===== config.mk =====
export PLATFORM = sky130hd
export DESIGN_NAME = elastic_net_prox_engine_flat
export DESIGN_NICKNAME = d
export VERILOG_FILES = /design/src/design/enp_pkg.sv /design/src/design/enp_in_if.sv /design/src/design/enp_out_if.sv /design/src/design/enp_datapath.sv /design/src/design/elastic_net_prox_engine.sv /design/src/flat_wrapper.sv
export SDC_FILE = /design/constraint.sdc
export NUM_CORES = 2
export LEC_CHECK = 0
export BUFFER_PORTS_ARGS = -buffer_cell sky130_fd_sc_hd__buf_2
export CORE_MARGIN = 2
export CORE_UTILIZATION = 45
export CTS_BUF_LIST = sky130_fd_sc_hd__clkbuf_16
export DETAILED_ROUTE_END_ITERATION = 7
export PLACE_DENSITY_LB_ADDON = 0.25
export SLEW_MARGIN = 20
export SYNTH_ARGS = -nofsm -noshare
export SYNTH_HDL_FRONTEND = slang
export SYNTH_SLANG_ARGS = --single-unit

===== constraint.sdc =====
create_clock -name i_clk -period 15.1 [get_ports i_clk]
set_input_delay 2.265 -clock i_clk [delete_from_list [all_inputs] [get_ports i_clk]]
set_output_delay 2.265 -clock i_clk [all_outputs]
set_load 0.02 [all_outputs]

===== src/design/enp_pkg.sv =====
package enp_pkg;

    localparam int FRAC_BITS_DEF  = 16;
    localparam int DATA_WIDTH_DEF = 32;
    localparam int REG_WIDTH      = 32;
    localparam int SUM_WIDTH      = 47;
    localparam int INTER_WIDTH    = 63;
    localparam int MUL_DIGIT      = 16;
    localparam int CFG_IDX_WIDTH  = 2;
    localparam int PC_WIDTH       = 5;

    typedef logic [PC_WIDTH-1:0] t_pc;

    typedef enum logic [CFG_IDX_WIDTH-1:0] {
        REG_L1   = 2'd0,
        REG_L2   = 2'd1,
        REG_STEP = 2'd2
    } t_reg_idx;

    typedef enum logic [3:0] {
        U_NOP,
        U_ACCEPT,
        U_MUL_LOAD,
        U_MUL_STEP,
        U_MUL_STORE,
        U_DIV_LOAD,
        U_DIV_STEP,
        U_DIV_STORE,
        U_EMIT
    } t_uop;

    typedef enum logic [2:0] {
        M_GM,
        M_LG,
        M_T1,
        M_LV,
        M_T2
    } t_msel;

    typedef enum logic [2:0] {
        C_NONE,
        C_ALWAYS,
        C_MODE0,
        C_COEF_OK,
        C_CNT_NZ
    } t_cond;

    typedef struct packed {
        t_uop  op;
        t_msel msel;
        t_cond cond;
        t_pc   target;
    } t_ucw;

    typedef struct packed {
        t_uop  op;
        t_msel msel;
        logic  en;
    } t_dp_ctl;

    typedef struct packed {
        logic cnt_zero;
        logic coef_ok;
        logic mode;
    } t_dp_sts;

    localparam t_pc PC_ACCEPT = 5'd0;
    localparam t_pc PC_GM     = 5'd3;
    localparam t_pc PC_LG     = 5'd6;
    localparam t_pc PC_DIV    = 5'd9;
    localparam t_pc PC_T1     = 5'd12;
    localparam t_pc PC_LV     = 5'd15;
    localparam t_pc PC_T2     = 5'd18;
    localparam t_pc PC_EMIT   = 5'd21;

    function automatic t_ucw ucode_rom(input t_pc pc);
        t_ucw w;
        unique case (pc)
            5'd0:    w = '{U_ACCEPT,    M_GM, C_NONE,    PC_ACCEPT};
            5'd1:    w = '{U_NOP,       M_GM, C_MODE0,   PC_T1};
            5'd2:    w = '{U_NOP,       M_GM, C_COEF_OK, PC_DIV};
            5'd3:    w = '{U_MUL_LOAD,  M_GM, C_NONE,    PC_ACCEPT};
            5'd4:    w = '{U_MUL_STEP,  M_GM, C_CNT_NZ,  PC_GM + 5'd1};
            5'd5:    w = '{U_MUL_STORE, M_GM, C_NONE,    PC_ACCEPT};
            5'd6:    w = '{U_MUL_LOAD,  M_LG, C_NONE,    PC_ACCEPT};
            5'd7:    w = '{U_MUL_STEP,  M_LG, C_CNT_NZ,  PC_LG + 5'd1};
            5'd8:    w = '{U_MUL_STORE, M_LG, C_NONE,    PC_ACCEPT};
            5'd9:    w = '{U_DIV_LOAD,  M_GM, C_NONE,    PC_ACCEPT};
            5'd10:   w = '{U_DIV_STEP,  M_GM, C_CNT_NZ,  PC_DIV + 5'd1};
            5'd11:   w = '{U_DIV_STORE, M_GM, C_NONE,    PC_ACCEPT};
            5'd12:   w = '{U_MUL_LOAD,  M_T1, C_NONE,    PC_ACCEPT};
            5'd13:   w = '{U_MUL_STEP,  M_T1, C_CNT_NZ,  PC_T1 + 5'd1};
            5'd14:   w = '{U_MUL_STORE, M_T1, C_NONE,    PC_ACCEPT};
            5'd15:   w = '{U_MUL_LOAD,  M_LV, C_NONE,    PC_ACCEPT};
            5'd16:   w = '{U_MUL_STEP,  M_LV, C_CNT_NZ,  PC_LV + 5'd1};
            5'd17:   w = '{U_MUL_STORE, M_LV, C_NONE,    PC_ACCEPT};
            5'd18:   w = '{U_MUL_LOAD,  M_T2, C_NONE,    PC_ACCEPT};
            5'd19:   w = '{U_MUL_STEP,  M_T2, C_CNT_NZ,  PC_T2 + 5'd1};
            5'd20:   w = '{U_MUL_STORE, M_T2, C_NONE,    PC_ACCEPT};
            5'd21:   w = '{U_EMIT,      M_GM, C_ALWAYS,  PC_ACCEPT};
            default: w = '{U_NOP,       M_GM, C_ALWAYS,  PC_ACCEPT};
        endcase
        return w;
    endfunction

endpackage


===== src/design/enp_in_if.sv =====
interface enp_in_if
    import enp_pkg::*;
#(
    parameter int DATA_WIDTH = DATA_WIDTH_DEF
) ();
    logic                         valid;
    logic                         ready;
    logic                         mode;
    logic signed [DATA_WIDTH-1:0] element;
    logic                         last_element;

    modport source (output valid, output mode, output element, output last_element,
                    input ready);
    modport sink   (input valid, input mode, input element, input last_element,
                    output ready);
endinterface


===== src/design/enp_out_if.sv =====
interface enp_out_if
    import enp_pkg::*;
#(
    parameter int DATA_WIDTH = DATA_WIDTH_DEF
) ();
    logic                         valid;
    logic                         ready;
    logic signed [DATA_WIDTH-1:0] prox_out;
    logic        [SUM_WIDTH-1:0]  running_sum;
    logic                         last_out;

    modport source (output valid, output prox_out, output running_sum, output last_out,
                    input ready);
    modport sink   (input valid, input prox_out, input running_sum, input last_out,
                    output ready);
endinterface


===== src/design/enp_datapath.sv =====
module enp_datapath
    import enp_pkg::*;
#(
    parameter int FRAC_BITS  = FRAC_BITS_DEF,
    parameter int DATA_WIDTH = DATA_WIDTH_DEF
) (
    input  logic                         i_clk,
    input  logic                         i_rst_n,
    input  logic                         i_cfg_we,
    input  logic [CFG_IDX_WIDTH-1:0]     i_cfg_idx,
    input  logic [REG_WIDTH-1:0]         i_cfg_data,
    input  t_dp_ctl                      i_ctl,
    output t_dp_sts                      o_sts,
    input  logic                         i_mode,
    input  logic [DATA_WIDTH-1:0]        i_element,
    input  logic                         i_last,
    output logic signed [DATA_WIDTH-1:0] o_prox,
    output logic [SUM_WIDTH-1:0]         o_sum,
    output logic                         o_last
);
    localparam int DW     = DATA_WIDTH;
    localparam int F      = FRAC_BITS;
    localparam int K      = MUL_DIGIT;
    localparam int WA     = INTER_WIDTH;
    localparam int BW_RAW = (DW > REG_WIDTH) ? DW : REG_WIDTH;
    localparam int WB     = ((BW_RAW + K - 1) / K) * K;
    localparam int ND     = WB / K;
    localparam int PW     = WA + WB;
    localparam int QW     = PW - F;
    localparam int GW     = 2 * REG_WIDTH - F;
    localparam int AW     = GW + 1;
    localparam int RW     = AW + 1;
    localparam int EW     = (DW > GW) ? DW : GW;
    localparam int CW     = $clog2(DW);

    localparam logic [AW-1:0]        ONE_FIX   = AW'(1) << F;
    localparam logic [REG_WIDTH-1:0] STEP_INIT = REG_WIDTH'(1) << F;
    localparam logic [SUM_WIDTH-1:0] SUM_MAX   = '1;

    logic [REG_WIDTH-1:0] r_l1, r_l2, r_step;
    logic                 r_coef_ok;
    logic [SUM_WIDTH-1:0] r_acc;
    logic [CW-1:0]        r_cnt;

    logic                 r_mode, r_neg, r_last;
    logic [DW-1:0]        r_ax, r_v;
    logic [GW-1:0]        r_gm;
    logic [AW-1:0]        r_alpha;
    logic [WA-1:0]        r_ma;
    logic [WB-1:0]        r_mb;
    logic [PW-1:0]        r_prod;
    logic [RW-1:0]        r_rem;
    logic [DW-1:0]        r_nsh;
    logic [SUM_WIDTH-1:0] r_t1, r_t2;
    logic [INTER_WIDTH-1:0] r_lv;
    logic [DW-1:0]        r_out_prox;
    logic [SUM_WIDTH-1:0] r_out_sum;
    logic                 r_out_last;

    logic                 in_neg;
    logic [DW-1:0]        in_ax;
    logic [WA-1:0]        a_op;
    logic [WB-1:0]        b_op;
    logic [WA+K-1:0]      prod_inc;
    logic [QW-1:0]        q;
    logic [EW-1:0]        gm_diff;
    logic [DW-1:0]        num;
    logic [DW+F-1:0]      num_full;
    logic [RW-1:0]        rem2;
    logic                 rem_ge;
    logic [SUM_WIDTH:0]   term_raw, sum_raw;
    logic [SUM_WIDTH-1:0] term, sum;
    logic                 fire;

    assign fire   = i_ctl.en;
    assign in_neg = i_element[DW-1];
    assign in_ax  = in_neg ? ('0 - i_element) : i_element;

    always_comb begin
        unique case (i_ctl.msel)
            M_GM: begin
                a_op = WA'(r_step);
                b_op = WB'(r_l1);
            end
            M_LG: begin
                a_op = WA'(r_l2);
                b_op = WB'(r_step);
            end
            M_T1: begin
                a_op = WA'(r_v);
                b_op = WB'(r_l1);
            end
            M_LV: begin
                a_op = WA'(r_v);
                b_op = WB'(r_l2);
            end
            M_T2: begin
                a_op = r_lv;
                b_op = WB'(r_v);
            end
            default: begin
                a_op = '0;
                b_op = '0;
            end
        endcase
    end

    assign prod_inc = r_ma * r_mb[WB-1 -: K];
    assign q        = r_prod[PW-1:F];

    assign gm_diff  = EW'(r_ax) - EW'(r_gm);
    assign num      = (EW'(r_ax) > EW'(r_gm)) ? gm_diff[DW-1:0] : '0;
    assign num_full = {num, {F{1'b0}}};

    assign rem2   = {r_rem[RW-2:0], r_nsh[DW-1]};
    assign rem_ge = rem2 >= RW'(r_alpha);

    assign term_raw = (SUM_WIDTH + 1)'(r_t1) + (SUM_WIDTH + 1)'(r_t2);
    assign term     = term_raw[SUM_WIDTH] ? SUM_MAX : term_raw[SUM_WIDTH-1:0];
    assign sum_raw  = (SUM_WIDTH + 1)'(r_acc) + (SUM_WIDTH + 1)'(term);
    assign sum      = sum_raw[SUM_WIDTH] ? SUM_MAX : sum_raw[SUM_WIDTH-1:0];

    always_ff @(posedge i_clk) begin
        if (!i_rst_n) begin
            r_l1      <= '0;
            r_l2      <= '0;
            r_step    <= STEP_INIT;
            r_coef_ok <= 1'b0;
            r_acc     <= '0;
            r_cnt     <= '0;
        end else begin
            if (i_cfg_we) begin
                r_coef_ok <= 1'b0;
                unique case (i_cfg_idx)
                    REG_L1:   r_l1   <= i_cfg_data;
                    REG_L2:   r_l2   <= i_cfg_data;
                    REG_STEP: r_step <= i_cfg_data;
                    default: ;
                endcase
            end
            if (fire) begin
                unique case (i_ctl.op)
                    U_MUL_LOAD:  r_cnt <= CW'(ND - 1);
                    U_DIV_LOAD:  r_cnt <= CW'(DW - 1);
                    U_MUL_STEP,
                    U_DIV_STEP:  r_cnt <= r_cnt - CW'(1);
                    U_MUL_STORE: begin
                        if (i_ctl.msel == M_LG && !i_cfg_we) begin
                            r_coef_ok <= 1'b1;
                        end
                    end
                    U_EMIT:      r_acc <= r_last ? '0 : sum;
                    default: ;
                endcase
            end
        end
    end

    always_ff @(posedge i_clk) begin
        if (fire) begin
            unique case (i_ctl.op)
                U_ACCEPT: begin
                    r_mode <= i_mode;
                    r_neg  <= in_neg;
                    r_last <= i_last;
                    r_ax   <= in_ax;
                    r_v    <= in_ax;
                end
                U_MUL_LOAD: begin
                    r_ma   <= a_op;
                    r_mb   <= b_op;
                    r_prod <= '0;
                end
                U_MUL_STEP: begin
                    r_prod <= {r_prod[PW-K-1:0], {K{1'b0}}} + PW'(prod_inc);
                    r_mb   <= {r_mb[WB-K-1:0], {K{1'b0}}};
                end
                U_MUL_STORE: begin
                    unique case (i_ctl.msel)
                        M_GM: r_gm    <= q[GW-1:0];
                        M_LG: r_alpha <= ONE_FIX + AW'(q[GW-1:0]);
                        M_T1: r_t1    <= (|q[QW-1:SUM_WIDTH]) ? SUM_MAX : q[SUM_WIDTH-1:0];
                        M_LV: r_lv    <= (|q[QW-1:INTER_WIDTH]) ? '1 : q[INTER_WIDTH-1:0];
                        M_T2: r_t2    <= (|q[QW-1:SUM_WIDTH+1]) ? SUM_MAX : q[SUM_WIDTH:1];
                        default: ;
                    endcase
                end
                U_DIV_LOAD: begin
                    r_rem <= RW'(num_full[DW+F-1:DW]);
                    r_nsh <= num_full[DW-1:0];
                end
                U_DIV_STEP: begin
                    r_rem <= rem_ge ? (rem2 - RW'(r_alpha)) : rem2;
                    r_nsh <= {r_nsh[DW-2:0], rem_ge};
                end
                U_DIV_STORE: r_v <= r_nsh;
                U_EMIT: begin
                    r_out_prox <= r_neg ? ('0 - r_v) : r_v;
                    r_out_sum  <= sum;
                    r_out_last <= r_last;
                end
                default: ;
            endcase
        end
    end

    assign o_sts.cnt_zero = (r_cnt == '0);
    assign o_sts.coef_ok  = r_coef_ok;
    assign o_sts.mode     = r_mode;
    assign o_prox         = $signed(r_out_prox);
    assign o_sum          = r_out_sum;
    assign o_last         = r_out_last;

    a_cfg_drops_coef: assert property (@(posedge i_clk) disable iff (!i_rst_n)
        i_cfg_we |=> !r_coef_ok)
        else $error("coefficient cache survived a register write");

    a_alpha_floor: assert property (@(posedge i_clk) disable iff (!i_rst_n)
        r_coef_ok |-> (r_alpha >= ONE_FIX))
        else $error("divisor below one");

    a_shrink_bound: assert property (@(posedge i_clk) disable iff (!i_rst_n)
        (fire && i_ctl.op == U_EMIT) |-> (r_v <= r_ax))
        else $error("shrunk magnitude exceeds input magnitude");

endmodule


===== src/design/elastic_net_prox_engine.sv =====
// Elastic-net engine. Each item on i_in carries one vector element (signed, FRAC_BITS
// fraction bits), a mode and a last flag. Mode 0 adds mu*|x| + lambda/2*x^2 to a running
// sum and returns x; mode 1 returns sign(x)*max(0,|x|-gamma*mu)/(1+lambda*gamma) and adds
// the same term of that value. Every result item on o_out carries the running sum, which
// saturates and clears after the item marked last. Weights are to be written through the
// i_cfg_* port only while no item is in flight; the block itself does not enforce this.
// A microcode sequencer drives one serial multiplier (MUL_DIGIT bits per cycle, ND digits)
// and one restoring divider (one quotient bit per cycle). One item is worked at a time.
// The first mode 1 item after reset or a register write also computes gamma*mu and
// 1+lambda*gamma. With the default widths ND is 2. The sequencer returns to its
// accept step in the cycle after the previous result is formed.
// The result sits in an output register; the next item is accepted while it waits, and
// the sequencer stalls when a new result is ready before the old one is taken, or when
// no item is offered. Reset clears the sum, sets mu and lambda to 0 and gamma to 1.0.
module elastic_net_prox_engine
    import enp_pkg::*;
#(
    parameter int FRAC_BITS  = FRAC_BITS_DEF,
    parameter int DATA_WIDTH = DATA_WIDTH_DEF
) (
    input  logic                     i_clk,
    input  logic                     i_rst_n,
    input  logic                     i_cfg_we,
    input  logic [CFG_IDX_WIDTH-1:0] i_cfg_idx,
    input  logic [REG_WIDTH-1:0]     i_cfg_data,
    enp_in_if.sink                   i_in,
    enp_out_if.source                o_out
);
    t_pc     r_pc, n_pc;
    logic    r_out_valid, n_out_valid;
    t_ucw    ucw;
    t_dp_ctl ctl;
    t_dp_sts sts;
    logic    stall, take_jump, in_fire, emit_fire;

    assign ucw = ucode_rom(r_pc);

    assign stall = (ucw.op == U_ACCEPT && !i_in.valid) ||
                   (ucw.op == U_EMIT && r_out_valid && !o_out.ready);

    assign in_fire   = i_in.valid && i_in.ready;
    assign emit_fire = (ucw.op == U_EMIT) && !stall;

    always_comb begin
        unique case (ucw.cond)
            C_NONE:    take_jump = 1'b0;
            C_ALWAYS:  take_jump = 1'b1;
            C_MODE0:   take_jump = !sts.mode;
            C_COEF_OK: take_jump = sts.coef_ok;
            C_CNT_NZ:  take_jump = !sts.cnt_zero;
            default:   take_jump = 1'b0;
        endcase
    end

    always_comb begin
        if (stall) begin
            n_pc = r_pc;
        end else if (take_jump) begin
            n_pc = ucw.target;
        end else begin
            n_pc = r_pc + t_pc'(1);
        end
    end

    always_comb begin
        if (emit_fire) begin
            n_out_valid = 1'b1;
        end else if (o_out.ready) begin
            n_out_valid = 1'b0;
        end else begin
            n_out_valid = r_out_valid;
        end
    end

    always_ff @(posedge i_clk) begin
        if (!i_rst_n) begin
            r_pc        <= PC_ACCEPT;
            r_out_valid <= 1'b0;
        end else begin
            r_pc        <= n_pc;
            r_out_valid <= n_out_valid;
        end
    end

    assign ctl.op   = ucw.op;
    assign ctl.msel = ucw.msel;
    assign ctl.en   = !stall;

    assign i_in.ready  = (ucw.op == U_ACCEPT);
    assign o_out.valid = r_out_valid;

    enp_datapath #(
        .FRAC_BITS  (FRAC_BITS),
        .DATA_WIDTH (DATA_WIDTH)
    ) u_dp (
        .i_clk      (i_clk),
        .i_rst_n    (i_rst_n),
        .i_cfg_we   (i_cfg_we),
        .i_cfg_idx  (i_cfg_idx),
        .i_cfg_data (i_cfg_data),
        .i_ctl      (ctl),
        .o_sts      (sts),
        .i_mode     (i_in.mode),
        .i_element  (i_in.element),
        .i_last     (i_in.last_element),
        .o_prox     (o_out.prox_out),
        .o_sum      (o_out.running_sum),
        .o_last     (o_out.last_out)
    );

    a_one_in_flight: assert property (@(posedge i_clk) disable iff (!i_rst_n)
        in_fire |=> !i_in.ready)
        else $error("second item accepted while one is in flight");

    a_valid_from_emit: assert property (@(posedge i_clk) disable iff (!i_rst_n)
        $rose(r_out_valid) |-> $past(emit_fire))
        else $error("result appeared without an emit step");

    a_no_overwrite: assert property (@(posedge i_clk) disable iff (!i_rst_n)
        emit_fire |-> (!r_out_valid || o_out.ready))
        else $error("pending result overwritten");

endmodule

===== src/flat_wrapper.sv =====
// flat-port wrapper written by rule: the top's interface ports become plain ports
module elastic_net_prox_engine_flat import enp_pkg::*;
#(
    parameter int FRAC_BITS  = FRAC_BITS_DEF,
    parameter int DATA_WIDTH = DATA_WIDTH_DEF
)
  (i_clk, i_rst_n, i_cfg_we, i_cfg_idx, i_cfg_data, i_in_valid, i_in_mode, i_in_element, i_in_last_element, i_in_ready, o_out_valid, o_out_prox_out, o_out_running_sum, o_out_last_out, o_out_ready);
  enp_in_if #(.DATA_WIDTH(DATA_WIDTH)) i_in_i ();
  enp_out_if #(.DATA_WIDTH(DATA_WIDTH)) o_out_i ();
  input  logic i_clk;
  input  logic i_rst_n;
  input  logic i_cfg_we;
  input  logic [CFG_IDX_WIDTH-1:0] i_cfg_idx;
  input  logic [REG_WIDTH-1:0] i_cfg_data;
  input wire logic [$bits(i_in_i.valid)-1:0] i_in_valid;
  input wire logic [$bits(i_in_i.mode)-1:0] i_in_mode;
  input wire logic [$bits(i_in_i.element)-1:0] i_in_element;
  input wire logic [$bits(i_in_i.last_element)-1:0] i_in_last_element;
  output wire logic [$bits(i_in_i.ready)-1:0] i_in_ready;
  output wire logic [$bits(o_out_i.valid)-1:0] o_out_valid;
  output wire logic [$bits(o_out_i.prox_out)-1:0] o_out_prox_out;
  output wire logic [$bits(o_out_i.running_sum)-1:0] o_out_running_sum;
  output wire logic [$bits(o_out_i.last_out)-1:0] o_out_last_out;
  input wire logic [$bits(o_out_i.ready)-1:0] o_out_ready;
  assign i_in_i.valid = i_in_valid;
  assign i_in_i.mode = i_in_mode;
  assign i_in_i.element = i_in_element;
  assign i_in_i.last_element = i_in_last_element;
  assign i_in_ready = i_in_i.ready;
  assign o_out_valid = o_out_i.valid;
  assign o_out_prox_out = o_out_i.prox_out;
  assign o_out_running_sum = o_out_i.running_sum;
  assign o_out_last_out = o_out_i.last_out;
  assign o_out_i.ready = o_out_ready;
  elastic_net_prox_engine #(.FRAC_BITS(FRAC_BITS), .DATA_WIDTH(DATA_WIDTH)) u_core (.i_clk(i_clk), .i_rst_n(i_rst_n), .i_cfg_we(i_cfg_we), .i_cfg_idx(i_cfg_idx), .i_cfg_data(i_cfg_data), .i_in(i_in_i), .o_out(o_out_i));
endmodule

==> reports/results.ini <==
[synth]
synth_area_leaders = edfxtp_1, fa_1, nand2_1
avgSynthCellArea_um2 = 9.45
netlist.top_cell.by_area = edfxtp_1
synth_flop_cell = edfxtp_1
syn_inst = 8226
ys_types = 87
netlist_area_mm2 = 0.0777
synth_edf_count = 672
synth_seq_area_share = 0.304
synth_top_cell_area_share = 0.260
syn_nets = 9571
async_reset_ff_frac = 0
yosysWarningCount = 0
synth-seq-cells = 842

[sta]
finalHoldViolCount = 0
tightest_slew_ns = 1.12
finalSetupViolCount = 0
finalMaxSlewViolations = 0
rsz0062_at_grt = false
layout_min_cycle_time_ns = 9.10
worst_clock_skew_ns = 0.0451
max_freq_mhz = 110
final.setup.tns_ns = 0
slew_headroom = 0.252
post-route-period-util = 0.602

[critical_path]
cp_num_cells = 24
crit_buf_inv = 6
cp.required_ns = 15.58
slowest_delay_ns = 1.03
arrival_ns = 9.58
cp-end-kind = flip-flop
worstPathMaxFanout = 40
setup.worst_path.class = reg -> reg
crit_family = adder cells
worstPathCellList = buf_4, nand2_1, fa_1, inv_1, fa_1, inv_1, fa_1, inv_1, fa_1, fa_1, inv_1, fa_1, inv_1, ha_1, nand2_1, or4_4, or3_1, a311oi_2, o21ai_1, a2111oi_2, nor3b_1, or2_1, a41o_1, or3_1
cp_slowest_cell = edfxtp_1
worst_setup_path_start_kind = flip-flop
worstRegToRegCells = 24
critPathMostFrequentCell = fa_1

[hold_path]
hold_depth = 2
min-delay-path-class = reg -> reg

[die]
placeableCoreArea_mm2 = 0.172
die_height_um = 420
num_rows = 152
io_pins = 155
die_x_um = 420
initial_utilization = 0.453
die_area_mm2 = 0.176

[clocking]
cts_resized = 0
htree_levels = 3
clk_path_buf_depth = 3
cts_buffers = 95
cts_tree = done
cts_hold_buf = 0
cts-root-buf = clkbuf_16
cts.sinks = 842
clock_latency_ns = 0.76
clk_pin_slew_ns = 0.06
post_cts_buffers = 0

[drt]
routed_wirelength_um = 248000
wl_per_cell_um = 23.4
vias = 59800
detail_route.vias_per_cell = 5.66
drc = 0
drtIter0Drc = 5490
antenna_left = 0
dr.pass1.iters = 6

[final_layout]
nFillCells = 16100
syn_to_final_growth_pct = 7.98
final_nets = 9507
final_cell_mix = nand2_1, inv_1, fa_1, edfxtp_1, and2_1
multi_input_area_mm2 = 0.0476
layout_commonest_cell = nand2_1
drive_gt1_frac = 0.0655
seqCellArea_mm2 = 0.0236

[global_routing]
grt_pass1_wl_um = 374000
overflow = 0
grt_max_degree = 133
antenna_found_initial = 20
track_usage = 0.282
grt_pass1_vias = 60300

[placement]
dp_hpwl_um = 183000
gp_congestion = 0.985
port_buffers = 154

[status]
status = finished clean

[job]
cap_violations = 0

==> synth_stat cells (all sizes together) (48+ instances only) <==
cell type	number
nand2	1389
nor3	60
a21boi	108
o21ai	236
xnor2	213
nand2b	99
xor2	94
nand4	77
a22oi	83
a211oi	48
a21o	147
ha	353
nand3	74
edfxtp	672
a21oi	335
clkbuf	395
inv	1336
and2	359
a22o	48
fa	919
and3	55
dfxtp	170
nor2	290
mux2i	52
==> per-stage QoR <==
step | hold slack (ns) | utilization | setup WS [ns] | instance area (um^2) | instances
after floorplan | 0.441 | - | 7.33 | 77700 | 8226
after global placement | 0.451 | 0.470 | 6.21 | 80700 | 10400
after detailed placement | 0.457 | 0.470 | 6.05 | 80700 | 10400
after CTS | 0.466 | 0.489 | 6.04 | 83900 | 10600
after global routing | 0.484 | 0.489 | 5.58 | 83900 | 10600
final | 0.464 | 0.489 | 6.00 | 83900 | 10600
==> final timing paths <==
check                                           from                     end  slack (ns)
worst max-delay path            u_core.u_dp.r_mb[18]  u_core.u_dp.r_prod[87]        6.00
worst min-delay path             u_core.u_dp.r_l1[2]     u_core.u_dp.r_l1[2]        0.46
worst max register to register  u_core.u_dp.r_mb[18]  u_core.u_dp.r_prod[87]        6.00
worst min register to register   u_core.u_dp.r_l1[2]     u_core.u_dp.r_l1[2]        0.46
==> routing by layer <==
layer / vias up / GRT usage / routed length (um)
li1: 26600 / - / -
met1: 30000 / 0.367 / 99200
met2: 2617 / 0.454 / 114000
met3: 608 / 0.0493 / 19900
met4: 2 / 0.137 / 14200
met5: - / 0 / 11
==> worst reg2reg max path: stages, from the launching register on <==
cell and delay, ns:
edfxtp_1 1.03, buf_4 0.64, nand2_1 0.22, fa_1 0.54
inv_1 0.05, fa_1 0.52, inv_1 0.06, fa_1 0.49
inv_1 0.05, fa_1 0.50, fa_1 0.50, inv_1 0.05
fa_1 0.48, inv_1 0.04, ha_1 0.41, nand2_1 0.14
or4_4 0.55, or3_1 0.34, a311oi_2 0.25, o21ai_1 0.22
a2111oi_2 0.57, nor3b_1 0.16, or2_1 0.39, a41o_1 0.29
or3_1 0.36
==> state kept, by name, summed over array words and instances, names as in the netlist, 47 cells and up <==
signal               flops
u_core.u_dp.r_ma        63
u_core.u_dp.r_rem       49
u_core.u_dp.r_t1        47
u_core.u_dp.r_acc       47
u_core.u_dp.r_gm        48
u_core.u_dp.r_lv        63
u_core.u_dp.r_alpha     49
u_core.u_dp.r_t2        47
u_core.u_dp.r_prod      95
u_core.u_dp.o_sum       47
==> logic make-up (layout without fill, tap and decap cells) <==
group | count (synthesis) | in the layout | share of synthesized area
other | 0 | 13 | 0
and+or+nand+nor | 2623 | 2623 | 0.157
xor gates and xnor gates | 307 | 307 | 0.0346
adders and majority gates | 1272 | 1272 | 0.294
muxes | 99 | 99 | 0.0135
DFF | 842 | 842 | 0.304
buffers and inverters | 1752 | 1769 | 0.0849
AOI/OAI and AO/OA | 1331 | 1331 | 0.113
==> final cells by class <==
| class | instances | share of cell area |
|---|---|---|
| antenna | 13 | 0.000388 |
| clock buffer | 95 | 0.0283 |
| clock inverter | 83 | 0.00947 |
| inverter | 1338 | 0.0599 |
| multi-input combinational | 5632 | 0.568 |
| sequential | 842 | 0.281 |
| tap | 2310 | 0.0344 |
| timing repair buffer | 253 | 0.0185 |
Power is not shown: default switching activity piles up to over one toggle a cycle in this logic, so the estimate is an artifact.
